File: src/sv/phntl_ram.sv
`default_nettype none

module phntl_ram #(
	parameter int unsigned WIDTH = 8,
	parameter int unsigned DEPTH = 64
) (
	input  wire logic                     clk,
	input  wire logic                     we,
	input  wire logic [$clog2(DEPTH)-1:0] waddr,
	input  wire logic [WIDTH-1:0]         wdata,
	input  wire logic [$clog2(DEPTH)-1:0] raddr,
	output logic      [WIDTH-1:0]         rdata
);

	logic [WIDTH-1:0] mem [DEPTH];

	always_ff @(posedge clk) begin
		if (we) begin
			mem[waddr] <= wdata;
		end
		rdata <= mem[raddr];
	end

endmodule

`default_nettype wire

File: config.mk
export PLATFORM = sky130hd
export DESIGN_NAME = phntl_ram
export DESIGN_NICKNAME = d
export VERILOG_FILES = /design/src/sv/phntl_ram.sv
export SDC_FILE = /design/constraint.sdc
export NUM_CORES = 1
export LEC_CHECK = 0
export ABC_AREA = 1
export BUFFER_PORTS_ARGS = -buffer_cell sky130_fd_sc_hd__buf_2
export CORE_UTILIZATION = 55
export CTS_CLUSTER_SIZE = 16
export DETAILED_ROUTE_END_ITERATION = 8
export PLACE_DENSITY = 0.76
export SYNTH_ARGS = -nofsm -noshare
export SYNTH_HDL_FRONTEND = slang
export SYNTH_SLANG_ARGS = --single-unit
File: constraint.sdc
create_clock -name clk -period 2 [get_ports clk]
set_input_delay 0.1 -clock clk [delete_from_list [all_inputs] [get_ports clk]]
set_output_delay 0.1 -clock clk [all_outputs]
set_load 0.02 [all_outputs]
==> results.sh <==
export IMPL_vias=14218
export IMPL_end_kind="register"
export IMPL_synthFlopType="edfxtp_1"
export IMPL_synth_top_cell_by_area="edfxtp_1"
export IMPL_drt_iter0_markers=1693
export IMPL_start_util_pct=56.26
export IMPL_synthArstFlopShare_pct=0
export IMPL_drt_pass1_iter_count=6
export IMPL_synth_top_area_share_pct=72.05
export IMPL_setup_viol=0
export IMPL_avgSynthCellArea_sq_um=11.82
export IMPL_p_leak_nw=8.839
export IMPL_seq_power_share_pct=52.4
export IMPL_grt_max_degree=74
export IMPL_clockBufferDepth=3
export IMPL_ioPinCount=30
export IMPL_crit_type="in -> reg"
export IMPL_worstPathRequired_ns=2.48
export IMPL_timing_final_crit_period_ns=1.447
export IMPL_finalInstanceArea_sq_um=24060
export IMPL_drc_errors=0
export IMPL_critPathArrivalTime_ns=1.93
export IMPL_fin_ws_ns=0.5528
export IMPL_port_buffers=29
export IMPL_pwr_share_comb_pct=6.3
export IMPL_syn_nets=1827
export IMPL_via_per_inst=5.839
export IMPL_synthAdderAreaFrac_pct=0
export IMPL_pwr_share_clk_pct=41.2
export IMPL_detail_route_wl_per_cell_um=20.99
export IMPL_yosysWarnings=0
export IMPL_synth_compound_area_share_pct=0
export IMPL_whs_ns=0.03802
export IMPL_worstSetupStartpointType="primary input"
export IMPL_synth_top_family_by_area="simple AND/OR/NAND/NOR gates"
export IMPL_synth_cell_types=16
export IMPL_fp_row_count=71
export IMPL_syn_inst=1805
export IMPL_finalHoldViolations=0
export IMPL_die_width_um=199.0
export IMPL_layout_drive_gt1_share_pct=11.23
export IMPL_power_internal_w=0.01805
export IMPL_placement_cell_area_sq_um=22360
export IMPL_die_area_sq_um=39590
export IMPL_die_y_um=199.0
export IMPL_synth_area_leaders="edfxtp_1 (72%), nand2_1 (11%), nand3_1 (10%)"
export IMPL_synth_xor_area_share_pct=0
export IMPL_synth_common_cells="nand2_1 (648), edfxtp_1 (512), nand3_1 (439)"
export IMPL_fmax_mhz=691.0
export IMPL_synth_most_common_cell="nand2_1"
export IMPL_overflow=0
export IMPL_clk_pin_slew_worst_paths_ns=0.06
export IMPL_place_congestion=0.8896
export IMPL_clk_latency_ns=0.59
export IMPL_yosysSeqAreaShare_pct=72.80
export IMPL_fin_crit_sh_pct=72.36
export IMPL_power_density_nw_per_um2=959.1
export IMPL_routed_wl_um=51100
export IMPL_utilization_pct=63.43
export IMPL_min_path_type="in -> reg"
export IMPL_max_cap_violations=0
export IMPL_area_growth_pct=12.75
export IMPL_clock_skew_ns=0.01480
export IMPL_cts_buffers=51
export IMPL_grt_first_pass_wirelength_um=78850
export IMPL_grt_total_usage_pct=26.80
export IMPL_ant_nets=0
export IMPL_syn_cell_area_sq_um=21340
export IMPL_layout_nets=1905
export IMPL_switching_share_pct=21.77
export IMPL_outcome="completed"
export IMPL_tightestPinTransition_ns=0.7791
export IMPL_synth_simple_area_share_pct=23.18
export IMPL_p_sw_w=0.005024
export IMPL_htreeDepth=2
export IMPL_synth_edf_count=512
export IMPL_cts_resized=0
export IMPL_place_ws_ns=0.2224
export IMPL_slew_headroom_pct=48.06
export IMPL_synth_mux_area_share_pct=0
export IMPL_cp_max_fo=17
export IMPL_coreArea_sq_um=37930
export IMPL_maxSlewViolCount=0
export IMPL_clkSinkCount=520
export IMPL_rsz0062_at_grt="false"
export IMPL_ys_ff_latch=520
export IMPL_tns_ns=0
export IMPL_postCtsSetupRepairBufs=0
export IMPL_antenna_found_initial=0
export IMPL_grt_pass1_vias=13776
export IMPL_cts_root_buf="clkbuf_16"
export IMPL_hpwlAfterDp_um=29990
export IMPL_tritoncts="built"
export IMPL_ctsHoldBuffers=3
export IMPL_ir_drop_v=0.001138
[worst paths after layout]
check        cells past startpoint  slack, ns                 start                    to
max                              6       0.55              raddr[4]      rdata[3]$_DFF_P_
min                              2       0.04              wdata[1]  mem[21][1]$_DFFE_PP_
max reg2reg                      8       0.66  mem[51][1]$_DFFE_PP_      rdata[1]$_DFF_P_
min reg2reg                      8       0.85  mem[34][6]$_DFFE_PP_      rdata[6]$_DFF_P_
[flip-flops by register name, summed over array words and instances, names as in the netlist]
signal  count
rdata       8
mem       512
[cell usage in the layout, fill, tap and decap left out, drive strengths merged]
cell	netlist	final
edfxtp	512	512
diode	0	1
bufinv	0	5
inv	12	15
dlygate4sd3	0	3
nand3	439	439
nor2	56	56
nand2	648	648
clkbuf	15	69
nor4	8	8
buf	98	135
clkinv	0	15
nand4	9	9
dfxtp	8	8
clkinvlp	0	1
[power groups by stage]
stage | Sequential, W | Clock [W] | Combinational, W
after floorplan | 0.0123 | 0 | 0.000848
after global placement | 0.0123 | 0 | 0.00141
after detailed placement | 0.0123 | 0 | 0.00144
after CTS | 0.0121 | 0.00961 | 0.00145
after global routing | 0.0121 | 0.0100 | 0.00159
final | 0.0121 | 0.00951 | 0.00146
[per-layer routing]
metal | global-route usage, % | wire, um | vias to the layer above
met5 | 0 | 0 | -
met2 | 43.56 | 24790 | 793
met4 | 12.05 | 1903 | 0
met3 | 3.696 | 4500 | 117
met1 | 36.21 | 19900 | 6809
li1 | - | - | 6499
[worst max-delay path, cell delays in order]
cell and delay [ns]:
dlygate4sd3_1 0.56, buf_2 0.25, inv_1 0.49, nand3_1 0.25, nand3_1 0.21, nand2_1 0.07
[per-stage QoR]
step                      std cells  power [W]
after global routing           2434    0.02369
after global placement         2338    0.01374
after CTS                      2434    0.02316
final                          2435    0.02308
after detailed placement       2338    0.01377
after floorplan                1805    0.01319
[kinds of logic after synthesis]
group / after synthesis
flops: 520
buf+inv: 125
simple gates: 1160
[layout make-up]
class / instances / area [sq um]
Antenna cell: 1 / 2.502
Tap cell: 511 / 639.4
Sequential cell: 520 / 15530
Timing Repair Buffer: 138 / 1217
Clock buffer: 69 / 1414
Clock inverter: 24 / 254.0
Fill cell: 2769 / 13870
Multi-Input combinational cell: 1160 / 4946
Inverter: 12 / 52.55
(Power assumes the default switching activity.)
